`config.mk`:
```
export PLATFORM = sky130hd
export DESIGN_NAME = fmtpc_track
export DESIGN_NICKNAME = d
export VERILOG_FILES = /design/src/sv/fmtpc_pkg.sv /design/src/sv/fmtpc_track.sv
export SDC_FILE = /design/constraint.sdc
export NUM_CORES = 1
export LEC_CHECK = 0
export ABC_AREA = 1
export BUFFER_PORTS_ARGS = -buffer_cell sky130_fd_sc_hd__buf_2
export CAP_MARGIN = 20
export CORE_UTILIZATION = 50
export CTS_CLUSTER_SIZE = 24
export DETAILED_ROUTE_END_ITERATION = 7
export GPL_ROUTABILITY_DRIVEN = 0
export PLACE_DENSITY_LB_ADDON = 0.25
export SLEW_MARGIN = 30
export SYNTH_ARGS = -nofsm -noshare
export SYNTH_HDL_FRONTEND = slang
export SYNTH_SLANG_ARGS = --single-unit
export TNS_END_PERCENT = 10
```
`constraint.sdc`:
```
create_clock -name clk -period 4 [get_ports clk]
set_clock_uncertainty 0.05 [all_clocks]
set_input_delay 0.4 -clock clk [delete_from_list [all_inputs] [get_ports clk]]
set_output_delay 0.4 -clock clk [all_outputs]
set_load 0.01 [all_outputs]
```
`src/sv/fmtpc_pkg.sv`:
```
// fmtpc_pkg: types and constants shared by the frame test-pattern checker
// used by fmtpc_cfg, fmtpc_track and frame_test_pattern_checker
package fmtpc_pkg;

    localparam int COUNT_W   = 13;
    localparam int INDEX_W   = 12;
    localparam int HALF_W    = 16;
    localparam int WORD_W    = 32;
    localparam int CFG_IDX_W = 1;

    localparam logic [COUNT_W-1:0] COUNT_CAP       = 13'd4096;
    localparam logic [COUNT_W-1:0] ROW_COUNT_RST   = 13'd2048;
    localparam logic [COUNT_W-1:0] WORDS_ROW_RST   = 13'd1024;
    localparam logic [HALF_W-1:0]  PAIR_START      = 16'd2;

    typedef enum logic [CFG_IDX_W-1:0] {
        REG_ROW_COUNT     = 1'b0,
        REG_WORDS_PER_ROW = 1'b1
    } cfg_reg_t;

    typedef struct packed {
        logic [COUNT_W-1:0] rows;
        logic [COUNT_W-1:0] wpr;
    } counts_t;

    typedef struct packed {
        logic               word_ok;
        logic [WORD_W-1:0]  expected_word;
        logic [INDEX_W-1:0] line_number;
        logic               frame_end;
        logic               frame_pass;
        logic [HALF_W-1:0]  frame_number;
        logic               frame_number_wrong;
    } result_t;

endpackage

```
`src/sv/fmtpc_track.sv`:
```
// fmtpc_track: frame, line and word position tracking and pattern compare
// depends on fmtpc_pkg
module fmtpc_track (
    input  logic                         clk,
    input  logic                         rst_n,
    input  logic                         advance,
    input  logic [fmtpc_pkg::WORD_W-1:0] word,
    input  fmtpc_pkg::counts_t           counts,
    output fmtpc_pkg::result_t           result
);
    import fmtpc_pkg::*;

    logic               awaiting_reg,   awaiting_next;
    logic [HALF_W-1:0]  expected_reg,   expected_next;
    logic [HALF_W-1:0]  received_reg,   received_next;
    logic [INDEX_W-1:0] line_reg,       line_next;
    logic [INDEX_W-1:0] windex_reg,     windex_next;
    logic [HALF_W-1:0]  pair_reg,       pair_next;
    logic               failed_reg,     failed_next;

    logic              first;
    logic              last_word;
    logic              last_line;
    logic              fend;
    logic              ok;
    logic [WORD_W-1:0] expect_w;

    always_comb
    begin
        first         = (windex_reg == '0) && (line_reg == '0);
        awaiting_next = awaiting_reg;
        expected_next = expected_reg;
        received_next = received_reg;
        failed_next   = failed_reg;
        pair_next     = pair_reg;
        if (first)
        begin
            received_next = word[HALF_W-1:0];
            awaiting_next = 1'b0;
            failed_next   = 1'b0;
            if (awaiting_reg)
                expected_next = word[HALF_W-1:0];
            else
                expected_next = expected_reg + 16'd1;
        end
        if (windex_reg == '0)
            expect_w = {4'd0, line_reg, expected_next};
        else
        begin
            expect_w  = {pair_reg + 16'd1, pair_reg};
            pair_next = pair_reg + 16'd2;
        end
        ok = (expect_w == word);
        if (!ok)
            failed_next = 1'b1;
        last_word = ({1'b0, windex_reg} + 13'd1) >= counts.wpr;
        last_line = ({1'b0, line_reg} + 13'd1) >= counts.rows;
        fend      = last_word && last_line;
        line_next   = line_reg;
        windex_next = windex_reg + 12'd1;
        if (last_word)
        begin
            windex_next = '0;
            pair_next   = PAIR_START;
            line_next   = last_line ? '0 : line_reg + 12'd1;
        end
    end

    always_comb
    begin
        result.word_ok            = ok;
        result.expected_word      = expect_w;
        result.line_number        = line_reg;
        result.frame_end          = fend;
        result.frame_pass         = fend && !failed_next;
        result.frame_number       = expected_next;
        result.frame_number_wrong = fend && (received_next != expected_next);
    end

    always_ff @(posedge clk or negedge rst_n)
    begin
        if (!rst_n)
        begin
            awaiting_reg <= 1'b1;
            expected_reg <= '0;
            received_reg <= '0;
            line_reg     <= '0;
            windex_reg   <= '0;
            pair_reg     <= PAIR_START;
            failed_reg   <= 1'b0;
        end
        else if (advance)
        begin
            awaiting_reg <= awaiting_next;
            expected_reg <= expected_next;
            received_reg <= received_next;
            line_reg     <= line_next;
            windex_reg   <= windex_next;
            pair_reg     <= pair_next;
            failed_reg   <= failed_next;
        end
    end

endmodule
```
# After elaboration in Yosys (flattened, before gate mapping)
# Cells that the tools add are included.
[totals] reg_bits=74 wordCells=39
[op_classes] muxes=10 n_eq_ne=3 n_reduce_logical=10 order_cmp=2 n_addsub=7
[op_table] op="$mux 16" n=5
[op_table] op="$add 16x1->16 const B" n=2
[op_table] op="$eq 32x32->1" n=1
[op_table] op="$mux 32" n=1
[op_table] op="$add 12x1->13 const B" n=2
[op_table] op="$ge 13x13->1" n=2
[op_table] op="$add 12x1->12 const B" n=2
[op_table] op="$logic_not 12->1" n=2
[op_table] op="$mux 12" n=2
[op_table] op="$add 16x2->16 const B" n=1
[op_table] op="$ne 16x16->1" n=1
[op_table] op="$reduce_and 2->1" n=3
[op_table] op="$logic_and 1x1->1" n=4
[op_table] op="$mux 1" n=2
[op_table] op="$ne 2x2->1 const B" n=1
[op_table] op="$logic_not 1->1" n=1

# Depth between registers and ports, before layout
# Gate-level depths: netlist of the first run.
[logic_depth] ltp_word=8 depth_mapped=26 mapped_depth_nobuf=26

# Worst setup path after synthesis of the first run
# No wires, ideal clock.
[synth_timing] path_kind="register to output" from="register line_reg[2]" to="output result[17] (netlist bit)" stages_incl_launch_ff=20 path_buffers=0 arrival_ns=2.694 path_slack_ns=0.856 cell_sequence="dfrtp_1 inv_1 nor3_1 nand3_1 nor2_1 nand2_1 nor2_1 inv_1 nor3_1 xor2_1 inv_1 ha_1 nand3_1 nor4_1 nand2_1 o211ai_1 nand2_1 inv_1 nand2_1 nor2_1"
[synth_lines] item="start, declared" line_no="fmtpc_track.sv:16" text="logic [INDEX_W-1:0] line_reg, line_next;"
[synth_lines] item="start signal, assigned" line_no="fmtpc_track.sv:97" text="line_reg <= line_next;"
[synth_lines] item="end, declared" line_no="fmtpc_track.sv:9" text="output fmtpc_pkg::result_t result"

==> results of run 1 <==
synth_stat cells:
library cell and instances:
nand2_1 309, inv_1 204, nand3_1 113, nor2_1 91, o21ai_0 89, dfrtp_1 71, ha_1 33, xor2_1 30
nand2_2 24, a21oi_1 18, nor3_1 16, clkbuf_1 15, nand4_1 15, nand2_4 10, xnor2_1 10, nand3b_1 9
o22ai_1 7, nor2_4 4, nor4_1 4, buf_4 3, buf_6 3, and2_1 2, buf_2 2, dfstp_2 2
nand3_2 2, a211oi_1 1, a21o_1 1, a31oi_1 1, buf_1 1, buf_12 1, clkinv_1 1, clkinv_2 1
inv_2 1, nand2_8 1, nor2_2 1, nor2_8 1, nor3_2 1, nor3b_1 1, nor4b_1 1, o211ai_1 1
o21bai_1 1
layout by cell type, fill, tap and decap left out, drive strengths merged, types with 2 or more instances in the layout:
cell type,n
nand2,344
dfrtp,71
a21oi,18
nand3b,9
nor2,97
nor4,4
o21ai,89
nand3,115
xnor2,10
nand4,15
dfstp,2
and2,2
nor3,17
ha,33
clkinv,4
buf,150
inv,205
xor2,30
clkbuf,13
o22ai,7
where the power goes:
group	switching [mW]	internal [mW]	leakage [nW]
Clock	0.311	0.498	0.144
Combinational	1.46	0.759	3.63
Sequential	0.171	0.889	0.934
Total	1.95	2.15	4.71
cell type report:
cell class / count / area (µm²)
Clock buffer: 13 / 250
Sequential cell: 73 / 1830
Inverter: 207 / 778
Timing Repair Buffer: 150 / 822
Tap cell: 176 / 220
Multi-Input combinational cell: 797 / 4200
Clock inverter: 3 / 40.0
Antenna cell: 1 / 2.50
Fill cell: 1318 / 5200
through the flow:
stage                     hold WS, ns  area (µm²)  power (mW)  utilization  setup WS, ns
after global routing           0.0759        8150        4.41        0.610       -0.0537
after floorplan                0.0544        6880        2.48            -         0.856
after CTS                       0.193        7930        3.98        0.594        0.0596
after detailed placement        0.418        7640        3.16        0.572         0.438
final                          0.0129        8150        4.09        0.611         0.147
after global placement          0.412        7640        3.12        0.572         0.511
layer usage:
| metal | routed length (µm) | part of all wire | vias up |
|---|---|---|---|
| li1 | - | - | 3725 |
| met2 | 9660 | 0.46 | 335 |
| met4 | 462 | 0.022 | 0 |
| met3 | 1910 | 0.091 | 38 |
| met1 | 9040 | 0.43 | 3412 |
| met5 | 0 | 0 | - |
worst paths after layout:
| path | slack, ns | end | start | cells after the start |
|---|---|---|---|---|
| setup reg to reg | 0.45 | pair_reg[13] | windex_reg[0] | 24 |
| hold / removal | 0.01 | line_reg[5] | rst_n | 1 |
| max in group asynchronous | 3.33 | windex_reg[2] | rst_n | 1 |
| setup / recovery | 0.15 | result[17] | line_reg[0] | 19 |
| min in group clk | 0.34 | received_reg[13] | word[13] | 3 |
| hold reg to reg | 0.43 | received_reg[1] | received_reg[1] | 2 |
worst max-delay path: cells and delay by family, from the launching register on:
kind / cells / cell delay [ns]
AND/OR/NAND/NOR: 9 / 1.02
adder cells (fa/ha/maj): 2 / 0.49
AO/OA/AOI/OAI: 3 / 0.47
flip-flops: 1 / 0.44
buffers and inverters: 4 / 0.36
XOR/XNOR: 1 / 0.28
cells by family after synthesis:
| logic type | count (synthesis) | share of synthesized area |
|---|---|---|
| simple gates | 605 | 0.399 |
| buf+inv | 232 | 0.134 |
| compound gates | 119 | 0.0895 |
| flops | 73 | 0.266 |
| xor+xnor | 40 | 0.0509 |
| fa+ha+maj | 33 | 0.0600 |
what timing repair did:
action | 4_1_cts | 5_1_grt
endpoints found under the hold margin | 0 | 0
resized for setup | 0 | 25
buffers inserted | 0 | 18
hold buffers | 0 | 0
setup endpoints to repair | 0 | 5
==> metrics.txt, run 1 <==
fraction of synthesized cell area taken by the top area cell type 0.258; longest individual stage delay on the worst path 0.44 ns; met3 global-route usage 0.0670; initial antenna violation count 1; Data required, critical path 3.55 ns; effective utilization at floorplan 0.515; Yosys warning count 0; half-perimeter wire length of the detailed placement result 16,300 µm; post-layout minimum cycle time 3.85 ns; total wire length 21,100 µm; TritonCTS buffer count 9; Unique masters post-synth 41; die area 14,200 µm²; Tightest Pin Transition 0.750 ns; First-pass DRT Iterations 6; Routed WL per cell 14.8 µm; clock sink total 73; Critical Path Most Common Cell nand2_1; largest net degree at the start of global routing 74; vias per cell 5.29; Power Density 502 nW/µm²; Layout area overhead 18.5%; buffer cell driving the clock tree root clkbuf_16; outcome finished, final reports clean; remaining global-route overflow 0; cell with the biggest individual delay on the critical path dfrtp_2; global route hottest layer met2; violation count after the first detailed-route iteration 846; critical path cell sequence ha_4 > nand3_4 > nor2_4 > nand4_1 > xor2_2 > ha_1 > nand2_1 > inv_2 > nand3_1 > inv_1 > o21ai_1 > nand3_1 > a31oi_1 > o211ai_1 > nand2_1 > inv_2 > nand2_1 > nor2_2 > buf_2; worst setup path category flip-flop to output port; ratio of final minimum period to clock period 0.963; ports placed on the boundary 125; chip height 119 µm; site row count 42; vias after detailed routing 7,510; Max Freq 260 MHz; register area share after synthesis 0.266; Setup crit start kind flip-flop; count of antenna-violating nets left after detailed routing 0; Hold Violations, Final 0; global-route met2 utilization 0.486; die span in x 119 µm; headroom to the max-slew limit 0.495; fraction of met1 tracks used by global routing 0.401; maximum vdd ir drop 0.365 mV; total DRC errors in the routed layout 0; Setup crit end kind output port; Longest Clk Path Bufs 2; post-synth net total 1,196; share of layout cells above drive strength 1 0.187; cell count after placement 1,385; number of instances in the synthesized netlist 1,102; filler-free cell count of the finished design 1,420; final number of max-transition violations 0; Clk pin slew, worst setup/hold paths 0.05 ns; cells taking the most area after synthesis dfrtp_1, nand2_1, inv_1; synthesized area per cell 6.24 µm²; buffers added on ports 124; placeable core area 13,300 µm²; global-route wire length before repair 33,300 µm; count of nets after finishing 1,332; post-synthesis instance area 6880 µm²; clock network latency to the later pin of the worst-skew pair 0.35 ns; largest fanout of any net on the critical path 6; GRT Resource Usage Total 0.301; number of global-route vias before repair 6,718; max-cap viol count 0; flip-flop and latch count after synthesis 73; Arrival @ worst endpoint 3.40 ns; total negative slack for setup checks 0 ns; Worst Hold Class input pin to asynchronous set/reset pin; H-tree depth reported by CTS 3; clock tree from TritonCTS done; Lkg Pwr 4.71 nW; most area-hungry cell type in the Yosys netlist dfrtp_1; number of failing setup endpoints in the final timing report 0
Note: power is estimated with default switching activity, not from simulation.
==> run 2, diff against run 1 <==
--- a/config.mk
+++ b/config.mk
@@ -12,6 +12,7 @@
 export CTS_CLUSTER_SIZE = 24
 export DETAILED_ROUTE_END_ITERATION = 7
 export GPL_ROUTABILITY_DRIVEN = 0
+export HOLD_SLACK_MARGIN = 0.02
 export PLACE_DENSITY_LB_ADDON = 0.25
 export SLEW_MARGIN = 30
 export SYNTH_ARGS = -nofsm -noshare
==> constraint.sdc (replaced) <==
create_clock -name clk -period 4 [get_ports clk]
set_clock_uncertainty 0.05 [all_clocks]
set_input_delay 0.4 -clock clk [delete_from_list [all_inputs] [get_ports clk]]
set_output_delay 0.4 -clock clk [all_outputs]
set_load 0.05 [all_outputs]
==> metrics.txt, run 2 (synthesis results as in run 1) <==
outcome complete, but fails checks (was finished, final reports clean); failing checks design-rule violations; Setup crit end kind output port (unchanged); total wire length 21,000 µm (was 21,100 µm); number of failing setup endpoints in the final timing report 0 (unchanged); Routed WL per cell 14.9 µm (was 14.8 µm); most frequent standard cell in the layout excluding fill and tap cells nand2_1 (unchanged); die span in x 119 µm (unchanged); Setup crit start kind flip-flop (unchanged); global route hottest layer met2 (unchanged); Lkg Pwr 4.70 nW (was 4.71 nW); Worst Hold Class input pin to asynchronous set/reset pin (unchanged); Hold Violations, Final 0 (unchanged); site row count 42 (unchanged); TritonCTS buffer count 9 (unchanged); count of nets after finishing 1,327 (was 1,332); count of antenna-violating nets left after detailed routing 0 (unchanged); fraction of met1 tracks used by global routing 0.403 (was 0.401); half-perimeter wire length of the detailed placement result 16,300 µm (about the same); die area 14,200 µm² (unchanged); post-detailed-placement cell area 7640 µm² (about the same); Layout area overhead 18.8% (was 18.5%); max-cap viol count 0 (unchanged); global-route met2 utilization 0.475 (was 0.486); ratio of final minimum period to clock period 0.974 (was 0.963); H-tree depth reported by CTS 3 (unchanged); ports placed on the boundary 125 (unchanged); combined flip-flop and latch cell area 1830 µm² (about the same); placeable core area 13,300 µm² (unchanged); share of layout cells above drive strength 1 0.184 (was 0.187); maximum vdd ir drop 0.334 mV (was 0.365 mV); Clk pin slew, worst setup/hold paths 0.06 ns (was 0.05 ns); footprint of the multi-input gates 4230 µm² (was 4200 µm²); GRT Resource Usage Total 0.300 (was 0.301); Arrival @ worst endpoint 3.45 ns (was 3.40 ns); worst setup path category flip-flop to output port (unchanged); Tightest Pin Transition 0.874 ns (was 0.750 ns); worst slack at placement 0.252 ns (was 0.438 ns); headroom to the max-slew limit 0.414 (was 0.495); top library cells by usage in the layout, fill and taps aside nand2_1, inv_1, buf_2 (unchanged); post-layout minimum cycle time 3.90 ns (was 3.85 ns); vias per cell 5.26 (was 5.29); effective utilization at floorplan 0.515 (unchanged); met3 global-route usage 0.0565 (was 0.0670); largest net degree at the start of global routing 74 (unchanged); clock sink total 73 (unchanged); global-route wire length before repair 33,100 µm (was 33,300 µm); violation count after the first detailed-route iteration 716 (was 846); buffers added on ports 124 (unchanged); Filler Cells Inserted 1,324 (was 1,318); Worst Hold Margin 0.0118 ns (was 0.0129 ns); post-layout instance area 8170 µm² (was 8150 µm²); worst setup slack after layout 0.105 ns (was 0.147 ns); Max Freq 257 MHz (was 260 MHz); total DRC errors in the routed layout 10 (was 0); final number of max-transition violations 0 (unchanged); First-pass DRT Iterations 8 (was 6); clock network latency to the later pin of the worst-skew pair 0.35 ns (about the same); number of global-route vias before repair 6,698 (was 6,718); vias after detailed routing 7,438 (was 7,510); chip height 119 µm (unchanged); unrepaired setup endpoints after global routing yes; buffer cell driving the clock tree root clkbuf_16 (unchanged); Data required, critical path 3.55 ns (about the same); clock tree from TritonCTS done (unchanged); remaining global-route overflow 0 (unchanged); largest fanout of any net on the critical path 3 (was 6); Longest Clk Path Bufs 2 (unchanged); initial antenna violation count 1 (unchanged); Power Density 581 nW/µm² (was 502 nW/µm²)
run 2: cell types whose count changed in the layout (fill, tap and decap cells not counted), sizes merged:
cell	previous run	this run
buf	150	144
bufinv	1	2
clkbuf	13	10
clkinv	4	6
clkinvlp	0	1
inv	205	204
nand2	344	345
run 2: stage by stage:
| step | power (mW) | TNS, ns | utilization | instances |
|---|---|---|---|---|
| 3_5_place_dp | 3.75 | 0 | 0.573 | 1386 |
| 2_1_floorplan | 3.07 | 0 | - | 1102 |
| 3_3_place_gp | 3.73 | 0 | 0.573 | 1386 |
| 5_1_grt | 5.05 | -0.124 | 0.612 | 1414 |
| 6_report | 4.75 | 0 | 0.612 | 1415 |
| 4_1_cts | 4.64 | 0 | 0.597 | 1402 |
run 2: where the power goes:
group          internal, mW  switching [mW]  leakage (nW)
clock network         0.543           0.327         0.152
logic                 0.760            2.07          3.61
registers             0.888           0.167         0.935
total                  2.19            2.56          4.70
run 2: final timing paths:
kind,start,endpoint,slack (ns),depth (start not counted)
hold reg to reg,failed_reg,failed_reg,0.43,2
setup reg to reg,windex_reg[0],pair_reg[15],0.39,23
max in group asynchronous,rst_n,windex_reg[2],3.34,1
hold / removal,rst_n,line_reg[2],0.01,1
min in group clk,word[14],received_reg[14],0.33,3
setup / recovery,line_reg[1],result[0],0.10,17
run 2: final cells by class:
class                   count  area share
inverters                 207      0.0952
repair buffers            144      0.0981
well taps                 176      0.0269
diodes                      1    0.000306
clock inverters             6      0.0101
multi-input cells         798       0.517
clock buffers              10      0.0280
flip-flops and latches     73       0.224
run 2: metal layers:
metal	share of wire	vias to the layer above	wire length (µm)
met5	0	-	0
met3	0.088	44	1850
li1	-	3710	-
met1	0.43	3341	8960
met4	0.026	0	542
met2	0.46	343	9660
run 2: worst max-delay path: stages (launching register included):
cell and delay (ns):
dfrtp_1 0.42, ha_4 0.18, nand3_4 0.09, nor2_4 0.13, nand4_1 0.25, xor2_2 0.26, ha_1 0.32, nand2_1 0.05
inv_1 0.07, nand3_2 0.07, inv_1 0.10, o21ai_1 0.08, nand3_1 0.09, a31oi_1 0.08, o211ai_1 0.29, nand2_1 0.17
a21oi_2 0.22, buf_6 0.19
run 2: what timing repair did:
action | in CTS | in global routing
setup buffers | 0 | 11
pin swaps | 0 | 14
cloned | 0 | 1
gates resized for setup | 4 | 25
endpoints found under the setup margin | 2 | 4
hold buffers | 0 | 0
